File: config.mk
export PLATFORM = sky130hd
export DESIGN_NAME = mlfq_process_scheduler_core
export DESIGN_NICKNAME = d
export VERILOG_FILES = /design/src/mlfq_pkg.sv /design/src/mlfq_process_scheduler_core.sv /design/src/mlfq_ctrl.sv /design/src/mlfq_dpath.sv
export SDC_FILE = /design/constraint.sdc
export NUM_CORES = 2
export LEC_CHECK = 0
export ABC_AREA = 0
export BUFFER_PORTS_ARGS = -buffer_cell sky130_fd_sc_hd__buf_2
export CAP_MARGIN = 20
export CORE_MARGIN = 2
export CORE_UTILIZATION = 25
export CTS_CLUSTER_SIZE = 14
export DETAILED_ROUTE_END_ITERATION = 12
export PLACE_DENSITY_LB_ADDON = 0.05
export SYNTH_ARGS = -nofsm -noshare
export SYNTH_HDL_FRONTEND = slang
export SYNTH_SLANG_ARGS = --single-unit
File: constraint.sdc
create_clock -name clk -period 21.8 [get_ports clk]
set_input_delay 3.27 -clock clk [delete_from_list [all_inputs] [get_ports clk]]
set_output_delay 3.27 -clock clk [all_outputs]
set_load 0.005 [all_outputs]
File: src/mlfq_pkg.sv
// ----------------------------------------------------------------------------
// mlfq_pkg
// Shared types and constants of the feedback-queue scheduler.
// ----------------------------------------------------------------------------
package mlfq_pkg;

    localparam logic [2:0] FUNC_TICK  = 3'd0;
    localparam logic [2:0] FUNC_ADMIT = 3'd1;
    localparam logic [2:0] FUNC_WAKE  = 3'd2;
    localparam logic [2:0] FUNC_BLOCK = 3'd3;
    localparam logic [2:0] FUNC_EXIT  = 3'd4;

    localparam logic [1:0] ST_EMPTY = 2'd0;
    localparam logic [1:0] ST_READY = 2'd1;
    localparam logic [1:0] ST_RUN   = 2'd2;
    localparam logic [1:0] ST_BLOCK = 2'd3;

    localparam logic [2:0] TOP_LEVEL = 3'd4;

    localparam logic CFG_AGING  = 1'b0;
    localparam logic CFG_LOWEST = 1'b1;

    // One word of the slot table
    typedef struct packed {
        logic [1:0]  st;
        logic [2:0]  lvl;
        logic [31:0] et;
    } slot_entry_t;

    // Commands from the controller to the datapath
    typedef struct packed {
        logic start;      // latch event and read its slot
        logic apply;      // apply the latched event
        logic disp_start; // clear selection
        logic scan_rd;    // read one slot of the scan
        logic commit;     // dispatch the best slot
        logic scan_inc;   // advance scan index
        logic scan_clr;   // clear scan index
        logic clear_step; // empty one slot after reset
    } mlfq_cmd_t;

    typedef struct packed {
        logic run_valid;
        logic scan_last;
    } mlfq_stat_t;

endpackage

File: src/mlfq_process_scheduler_core.sv
// ----------------------------------------------------------------------------
// mlfq_process_scheduler_core
// Five-level feedback-queue process scheduler.
// ----------------------------------------------------------------------------
// Input channel (in_valid/in_ready) carries one event: func and slot.
// Output channel (out_valid/out_ready) returns one result per event: the
// running slot, its level and slice, the aging flag and the reject flag.
// One event is handled at a time. An event that leaves a slot running shows
// its result after the apply and decide states. One that leaves the CPU free
// runs a single scan over the slot table that ages (when the running slot
// gave way) and selects together, one slot read per cycle, followed by the
// last and pick states. The next event is taken in the cycle after the
// result transfer. The result is held until out_ready; no new event is
// taken meanwhile. Reset zeroes the clock and restores the registers:
// aging_multiplier 5, lowest_level 4; a clearing pass then empties every
// slot before in_ready rises. Configuration writes via cfg_we, cfg_index,
// cfg_data take effect at once.
// ----------------------------------------------------------------------------
module mlfq_process_scheduler_core
    import mlfq_pkg::*;
#(
    parameter int SLOTS = 64
)
(
    input  logic       clk,
    input  logic       rst_n,
    input  logic       cfg_we,
    input  logic       cfg_index,
    input  logic [3:0] cfg_data,
    input  logic       in_valid,
    output logic       in_ready,
    input  logic [2:0] func,
    input  logic [5:0] slot,
    output logic       out_valid,
    input  logic       out_ready,
    output logic       running_valid,
    output logic [5:0] running_slot,
    output logic [2:0] running_level,
    output logic [4:0] slice_left,
    output logic       aged_any,
    output logic       rejected
);

    mlfq_cmd_t  cmd;
    mlfq_stat_t stat;

    mlfq_ctrl u_ctrl (
        .clk       (clk),
        .rst_n     (rst_n),
        .in_valid  (in_valid),
        .in_ready  (in_ready),
        .out_valid (out_valid),
        .out_ready (out_ready),
        .stat      (stat),
        .cmd       (cmd)
    );

    mlfq_dpath #(.SLOTS(SLOTS)) u_dpath (
        .clk           (clk),
        .rst_n         (rst_n),
        .cfg_we        (cfg_we),
        .cfg_index     (cfg_index),
        .cfg_data      (cfg_data),
        .func          (func),
        .slot          (slot),
        .cmd           (cmd),
        .stat          (stat),
        .running_valid (running_valid),
        .running_slot  (running_slot),
        .running_level (running_level),
        .slice_left    (slice_left),
        .aged_any      (aged_any),
        .rejected      (rejected)
    );

endmodule

File: src/mlfq_ctrl.sv
// ----------------------------------------------------------------------------
// mlfq_ctrl
// Sequencer: table clear, event, combined aging and dispatch scan, result.
// ----------------------------------------------------------------------------
module mlfq_ctrl
    import mlfq_pkg::*;
(
    input  logic       clk,
    input  logic       rst_n,
    input  logic       in_valid,
    output logic       in_ready,
    output logic       out_valid,
    input  logic       out_ready,
    input  mlfq_stat_t stat,
    output mlfq_cmd_t  cmd
);

    typedef enum logic [7:0] {
        S_CLEAR  = 8'b00000001,
        S_IDLE   = 8'b00000010,
        S_APPLY  = 8'b00000100,
        S_DECIDE = 8'b00001000,
        S_SCAN   = 8'b00010000,
        S_LAST   = 8'b00100000,
        S_PICK   = 8'b01000000,
        S_OUT    = 8'b10000000
    } state_t;

    state_t state_reg, state_next;

    always_ff @(posedge clk or negedge rst_n)
    begin
        if (!rst_n)
        begin
            state_reg <= S_CLEAR;
        end
        else
        begin
            state_reg <= state_next;
        end
    end

    assign in_ready  = (state_reg == S_IDLE);
    assign out_valid = (state_reg == S_OUT);

    always_comb
    begin
        state_next = state_reg;
        cmd        = '0;
        unique case (state_reg)
            S_CLEAR:
            begin
                cmd.clear_step = 1'b1;
                cmd.scan_inc   = 1'b1;
                if (stat.scan_last)
                begin
                    cmd.scan_clr = 1'b1;
                    state_next   = S_IDLE;
                end
            end
            S_IDLE:
            begin
                if (in_valid)
                begin
                    cmd.start  = 1'b1;
                    state_next = S_APPLY;
                end
            end
            S_APPLY:
            begin
                cmd.apply  = 1'b1;
                state_next = S_DECIDE;
            end
            S_DECIDE:
            begin
                cmd.scan_clr = 1'b1;
                if (!stat.run_valid)
                begin
                    cmd.disp_start = 1'b1;
                    state_next     = S_SCAN;
                end
                else
                begin
                    state_next = S_OUT;
                end
            end
            S_SCAN:
            begin
                cmd.scan_rd  = 1'b1;
                cmd.scan_inc = 1'b1;
                if (stat.scan_last)
                begin
                    state_next = S_LAST;
                end
            end
            S_LAST:
            begin
                // last slot read is evaluated here
                state_next = S_PICK;
            end
            S_PICK:
            begin
                cmd.commit = 1'b1;
                state_next = S_OUT;
            end
            S_OUT:
            begin
                if (out_ready)
                begin
                    state_next = S_IDLE;
                end
            end
            default:
            begin
                state_next = S_IDLE;
            end
        endcase
    end

endmodule

File: src/mlfq_dpath.sv
// ----------------------------------------------------------------------------
// mlfq_dpath
// Slot table, clock, running slot and the serial aging and selection unit.
// ----------------------------------------------------------------------------
module mlfq_dpath
    import mlfq_pkg::*;
#(
    parameter int SLOTS = 64
)
(
    input  logic       clk,
    input  logic       rst_n,
    input  logic       cfg_we,
    input  logic       cfg_index,
    input  logic [3:0] cfg_data,
    input  logic [2:0] func,
    input  logic [5:0] slot,
    input  mlfq_cmd_t  cmd,
    output mlfq_stat_t stat,
    output logic       running_valid,
    output logic [5:0] running_slot,
    output logic [2:0] running_level,
    output logic [4:0] slice_left,
    output logic       aged_any,
    output logic       rejected
);

    localparam int IW = (SLOTS > 1) ? $clog2(SLOTS) : 1;

    slot_entry_t   slot_mem [SLOTS];
    slot_entry_t   rd_reg;
    logic [31:0]   now_reg;
    logic          run_reg;
    logic [IW-1:0] run_idx_reg;
    logic [2:0]    run_lvl_reg;
    logic [4:0]    slice_reg;
    logic [3:0]    mult_reg;
    logic [2:0]    lowest_reg;
    logic [2:0]    func_reg;
    logic [5:0]    slot_reg;
    logic          yield_reg;
    logic          aged_reg;
    logic          rej_reg;
    logic [IW-1:0] scan_reg;
    logic [IW-1:0] pipe_idx_reg;
    logic          pipe_vld_reg;
    logic          found_reg;
    logic [IW-1:0] best_reg;
    logic [2:0]    best_lvl_reg;
    logic [31:0]   best_age_reg;

    logic [2:0]    floor_lvl;
    logic [IW-1:0] rd_addr;
    logic [IW-1:0] ev_idx;
    logic          slot_ok;
    logic [31:0]   s_age;
    logic [35:0]   limit;
    logic          promote;
    logic [2:0]    p_lvl;
    logic [2:0]    p_lvl_c;
    logic [31:0]   p_age;
    logic          better;
    logic          wr_en;
    logic [IW-1:0] wr_addr;
    slot_entry_t   wr_data;
    logic          ev_reject;
    logic          ev_yield;

    assign floor_lvl = (lowest_reg > TOP_LEVEL) ? TOP_LEVEL : lowest_reg;
    assign ev_idx    = IW'(slot_reg);
    assign slot_ok   = ({26'd0, slot_reg} < 32'(SLOTS));
    assign rd_addr   = cmd.start ? IW'(slot) : scan_reg;

    // aging and selection act on the word read in the previous cycle
    assign s_age     = now_reg - rd_reg.et;
    assign limit     = {32'd0, mult_reg} << rd_reg.lvl;
    assign promote   = yield_reg && (rd_reg.st == ST_READY) && (rd_reg.lvl != 3'd0)
                       && (rd_reg.lvl <= TOP_LEVEL) && ({4'd0, s_age} > limit);
    assign p_lvl     = promote ? (rd_reg.lvl - 3'd1) : rd_reg.lvl;
    assign p_age     = promote ? 32'd0 : s_age;
    assign p_lvl_c   = (p_lvl > TOP_LEVEL) ? TOP_LEVEL : p_lvl;
    assign better    = (rd_reg.st == ST_READY) && (!found_reg || (p_lvl_c < best_lvl_reg)
                       || ((p_lvl_c == best_lvl_reg) && (p_age > best_age_reg)));

    assign stat.run_valid = run_reg;
    assign stat.scan_last = (scan_reg == IW'(SLOTS - 1));

    // single write port of the slot table
    always_comb
    begin
        wr_en     = 1'b0;
        wr_addr   = run_idx_reg;
        wr_data   = '0;
        ev_reject = 1'b0;
        ev_yield  = 1'b0;
        if (cmd.clear_step)
        begin
            wr_en   = 1'b1;
            wr_addr = scan_reg;
        end
        else if (cmd.apply)
        begin
            unique case (func_reg)
                FUNC_TICK:
                begin
                    if (run_reg && (slice_reg <= 5'd1))
                    begin
                        wr_en      = 1'b1;
                        wr_data.st = ST_READY;
                        wr_data.lvl = (run_lvl_reg < floor_lvl) ? (run_lvl_reg + 3'd1)
                                                                : run_lvl_reg;
                        wr_data.et = now_reg + 32'd1;
                        ev_yield   = 1'b1;
                    end
                end
                FUNC_ADMIT:
                begin
                    if (!slot_ok || rd_reg.st != ST_EMPTY)
                    begin
                        ev_reject = 1'b1;
                    end
                    else
                    begin
                        wr_en       = 1'b1;
                        wr_addr     = ev_idx;
                        wr_data.st  = ST_READY;
                        wr_data.lvl = 3'd0;
                        wr_data.et  = now_reg;
                    end
                end
                FUNC_WAKE:
                begin
                    if (!slot_ok || rd_reg.st != ST_BLOCK)
                    begin
                        ev_reject = 1'b1;
                    end
                    else
                    begin
                        wr_en       = 1'b1;
                        wr_addr     = ev_idx;
                        wr_data.st  = ST_READY;
                        wr_data.lvl = rd_reg.lvl;
                        wr_data.et  = now_reg;
                    end
                end
                FUNC_BLOCK, FUNC_EXIT:
                begin
                    if (!run_reg)
                    begin
                        ev_reject = 1'b1;
                    end
                    else
                    begin
                        wr_en    = 1'b1;
                        ev_yield = 1'b1;
                        wr_data.et = now_reg;
                        if (func_reg == FUNC_BLOCK)
                        begin
                            wr_data.st  = ST_BLOCK;
                            wr_data.lvl = run_lvl_reg;
                        end
                        else
                        begin
                            wr_data.st  = ST_EMPTY;
                            wr_data.lvl = 3'd0;
                        end
                    end
                end
                default:
                begin
                    ev_reject = 1'b1;
                end
            endcase
        end
        else if (pipe_vld_reg && promote)
        begin
            wr_en       = 1'b1;
            wr_addr     = pipe_idx_reg;
            wr_data.st  = ST_READY;
            wr_data.lvl = rd_reg.lvl - 3'd1;
            wr_data.et  = now_reg;
        end
        else if (cmd.commit && found_reg)
        begin
            wr_en       = 1'b1;
            wr_addr     = best_reg;
            wr_data.st  = ST_RUN;
            wr_data.lvl = best_lvl_reg;
            wr_data.et  = now_reg - best_age_reg;
        end
    end

    always_ff @(posedge clk)
    begin
        if (wr_en)
        begin
            slot_mem[wr_addr] <= wr_data;
        end
        if (cmd.start || cmd.scan_rd)
        begin
            rd_reg <= slot_mem[rd_addr];
        end
    end

    always_ff @(posedge clk or negedge rst_n)
    begin
        if (!rst_n)
        begin
            now_reg      <= 32'd0;
            run_reg      <= 1'b0;
            run_idx_reg  <= '0;
            run_lvl_reg  <= 3'd0;
            slice_reg    <= 5'd0;
            mult_reg     <= 4'd5;
            lowest_reg   <= 3'd4;
            func_reg     <= FUNC_TICK;
            slot_reg     <= 6'd0;
            yield_reg    <= 1'b0;
            aged_reg     <= 1'b0;
            rej_reg      <= 1'b0;
            scan_reg     <= '0;
            pipe_idx_reg <= '0;
            pipe_vld_reg <= 1'b0;
            found_reg    <= 1'b0;
            best_reg     <= '0;
            best_lvl_reg <= 3'd0;
            best_age_reg <= 32'd0;
        end
        else
        begin
            if (cfg_we)
            begin
                if (cfg_index == CFG_AGING)
                begin
                    mult_reg <= cfg_data;
                end
                else
                begin
                    lowest_reg <= cfg_data[2:0];
                end
            end
            if (cmd.start)
            begin
                func_reg  <= func;
                slot_reg  <= slot;
                yield_reg <= 1'b0;
                rej_reg   <= 1'b0;
                aged_reg  <= 1'b0;
            end
            if (cmd.apply)
            begin
                rej_reg   <= ev_reject;
                yield_reg <= ev_yield;
                if (func_reg == FUNC_TICK)
                begin
                    now_reg <= now_reg + 32'd1;
                end
                if (ev_yield)
                begin
                    run_reg   <= 1'b0;
                    slice_reg <= 5'd0;
                end
                else if ((func_reg == FUNC_TICK) && run_reg)
                begin
                    slice_reg <= slice_reg - 5'd1;
                end
            end
            if (cmd.scan_clr)
            begin
                scan_reg <= '0;
            end
            else if (cmd.scan_inc)
            begin
                scan_reg <= scan_reg + IW'(1);
            end
            pipe_vld_reg <= cmd.scan_rd;
            if (cmd.scan_rd)
            begin
                pipe_idx_reg <= scan_reg;
            end
            if (pipe_vld_reg && promote)
            begin
                aged_reg <= 1'b1;
            end
            if (cmd.disp_start)
            begin
                found_reg <= 1'b0;
            end
            if (pipe_vld_reg && better)
            begin
                found_reg    <= 1'b1;
                best_reg     <= pipe_idx_reg;
                best_lvl_reg <= p_lvl_c;
                best_age_reg <= p_age;
            end
            if (cmd.commit && found_reg)
            begin
                run_reg     <= 1'b1;
                run_idx_reg <= best_reg;
                run_lvl_reg <= best_lvl_reg;
                slice_reg   <= 5'd1 << best_lvl_reg;
            end
        end
    end

    assign running_valid = run_reg;
    assign running_slot  = run_reg ? 6'(run_idx_reg) : 6'd0;
    assign running_level = run_reg ? run_lvl_reg : 3'd0;
    assign slice_left    = run_reg ? slice_reg : 5'd0;
    assign aged_any      = aged_reg;
    assign rejected      = rej_reg;

endmodule

==> impl_metrics.ini <==
[synthesis]
yosysSeqAreaShare_pct = 72.1
yosysTopAreaCell = edfxtp_1
synthArstFlopShare_pct = 5.09
synth.ff_latch_count = 2534
syn-num-nets = 5972
syn_inst = 5833
synth_ff_type = edfxtp_1
synth_top_area_share_pct = 69.1
syn_avg_cell_area_um2 = 17.9
netlist_area_mm2 = 0.105
synth.area.top_cells = edfxtp_1 (69%), mux4_2 (13%), dfrtp_1 (3.0%)
synth_common_cells = edfxtp_1 (2405), mux4_2 (592), nand2_1 (506)
synth_cell_types = 86
synth_edf_count = 2405
synth_most_common_cell = edfxtp_1
yosys_warnings = 0

[grt]
grt_overflow = 0
grt_max_degree = 87
grt_usage_pct = 17.8
first_global_vias = 59700
antenna_found_initial = 22
grt_pass1_wl_mm = 524

[layout]
layout-drive-gt1-share_pct = 23.2
area_growth_pct = 17.4
regArea_mm2 = 0.0755
nets = 6215
multi_input_area_mm2 = 0.0284
largest_reg_flops = 2368
stdcell_count = 11800
final.fill_count = 40800

[die]
die_y_um = 651
fp.coreArea_mm2 = 0.417
boundaryPins = 38
start_util_pct = 25.1
die_x_um = 651
rows = 237
die_area_mm2 = 0.424

[sta]
relSlewSlack_pct = 19.7
worstMarginPinSlew_ns = 1.20
min_period_ns = 9.31
maxSlewViolCount = 0
fin_setup_tns_ns = 0
clock_skew_ns = 0.0532
max_clock_freq_mhz = 107
setup_viol = 0
whs_ns = 0.492
rsz0062_at_grt = no
finalCritPeriodShare_pct = 42.7
hold_viol_final = 0

[routing]
avgRoutedWirePerCell_um = 32.4
drtIter0Drc = 4836
wl_met1_mm = 177
wl_met2_mm = 185
remaining_drc_errors = 0
highest_layer = met4
viasPerCell = 4.83
vias = 57100
drt_wl_total_mm = 383
antenna_left = 0
met3WireLength_mm = 13.6
firstDrtPassIters = 5

[power_and_ir_drop]
finalPower_mw = 14.8
powerDensity_mw_per_mm2 = 120
ir_drop_mv = 0.0953
p_leak_nw = 40.4

[place]
gp_congestion = 0.774
place.port_buffers = 37
dp.cells = 11300
hpwl_mm = 216

[critical_path]
reg2reg_to = u_dpath.slot_mem[48][14]
cp.required_ns = 22.34
end_kind = flip-flop
rr_worst_depth = 23
crit_type = reg2reg
timing.rr.start = u_dpath.rd_reg[1]
r2r_setup_slack_ns = 12.49
startpoint_type = flip-flop
cp_max_fo = 20
cp_data_arrival_time_ns = 9.84

[cts]
cts_hold_buf = 0
cts_buffer_depth = 4
cts-buffers-inserted = 312
clk_pin_slew_worst_paths_ns = 0.06
tritoncts = yes
clock_sinks = 2534
post-cts-setup-buffer-count = 0
htree_num_levels = 5
root_buffer = clkbuf_16
cts.repair.resized = 0
clock_latency_ns = 0.93

[status]
status = finished, final reports clean

[hold_path]
whs_endpoint = u_dpath.ev_idx[5]
holdCritStartpoint = u_dpath.ev_idx[5]
min_path_type = reg2reg
holdPathStages = 2

[flow_run]
maxCapViolCount = 0
[cell usage in the layout, fill, tap and decap left out, types with 10 or more instances in the layout]
cell type / instances
clkbuf_1: 84
a221oi_1: 13
nor3_2: 32
nor2b_1: 33
and2_1: 168
mux2i_1: 20
nor2_1: 133
o211ai_1: 12
a211oi_1: 214
inv_1: 100
o21a_1: 20
clkinv_1: 71
a21oi_1: 161
nor4_1: 12
and3_1: 32
inv_6: 12
a21oi_4: 10
nand2b_1: 22
edfxtp_1: 2405
a21o_1: 26
ha_1: 118
nor3_1: 56
nand3_1: 61
xor2_1: 30
bufinv_16: 14
buf_2: 39
clkinv_2: 41
buf_12: 13
a31oi_1: 87
o21ai_0: 87
mux2_2: 51
nor2_4: 50
nand2_1: 503
xnor2_1: 44
dfrtp_1: 125
mux4_2: 592
nand4_1: 26
buf_4: 212
clkbuf_16: 318
a311oi_1: 69
[cell type report]
type,count,area share (%)
Sequential cell,2534,61.5
Multi-Input combinational cell,2861,23.2
Clock buffer,403,6.75
Tap cell,5497,5.60
Timing Repair Buffer,267,1.70
Clock inverter,150,1.00
Inverter,100,0.306
Antenna cell,6,0.0122
[power by group]
part	internal, mW	switching (mW)
logic	1.45	2.59
clock network	2.85	2.11
registers	5.63	0.136
[metal layers]
metal	global-route usage (%)	up-vias
met5	0	-
met4	3.92	0
met3	2.02	429
met2	29.8	1213
met1	24.8	31300
li1	-	24100
[worst max-delay path, cell delays in order, from the launching register on]
cell and delay (ns):
edfxtp_1 0.64, inv_1 0.23, fa_1 0.49, a211oi_1 0.35, o21bai_1 0.12, a21oi_1 0.25
nor2b_1 0.08, o21ai_0 0.13, nor2b_1 0.17, xnor2_1 0.22, ha_1 0.33, o2111a_1 0.25
a2111oi_0 0.67, o32ai_1 0.23, nand4bb_1 0.24, nor4_1 0.33, o211ai_1 0.23, nor4_4 0.28
buf_4 0.28, mux2i_1 0.22, o221a_1 0.73, nand3_1 0.77, nor2_4 1.04, buf_4 0.58
[how the worst max path moves through the flow]
stage	from	to	slack (ns)
finish	u_dpath.rd_reg[1]	u_dpath.slot_mem[48][14]	12.49
global route	u_dpath.rd_reg[1]	u_dpath.slot_mem[50][14]	11.73
CTS	u_dpath.rd_reg[1]	u_dpath.slot_mem[48][14]	12.36
detailed placement	in_valid	u_dpath.rd_reg[15]	11.92
global placement	in_valid	u_dpath.rd_reg[15]	11.85
floorplan	u_dpath.now_reg[0]	u_dpath.slot_mem[0][1]	13.37
[stage by stage]
step,setup slack [ns],instance area [um2],util [%]
2_1_floorplan,13.37,105000,-
3_3_place_gp,11.85,113000,27.1
3_5_place_dp,11.92,113000,27.2
4_1_cts,12.36,123000,29.5
5_1_grt,11.73,123000,29.5
6_report,12.49,123000,29.5
[cell families (layout without fill, tap and decap cells)]
group / after synthesis / count (layout) / share of synthesized area [%]
flip-flops: 2534 / 2534 / 72.1
XOR/XNOR: 74 / 74 / 0.620
adder cells (fa/ha/maj): 120 / 120 / 1.45
AND/OR/NAND/NOR: 1178 / 1178 / 5.28
multiplexers: 663 / 663 / 13.5
other: 0 / 6 / 0
buffers and inverters: 438 / 920 / 1.59
AO/OA/AOI/OAI: 826 / 826 / 5.42
No activity file was read; power rests on OpenSTA's default activity.
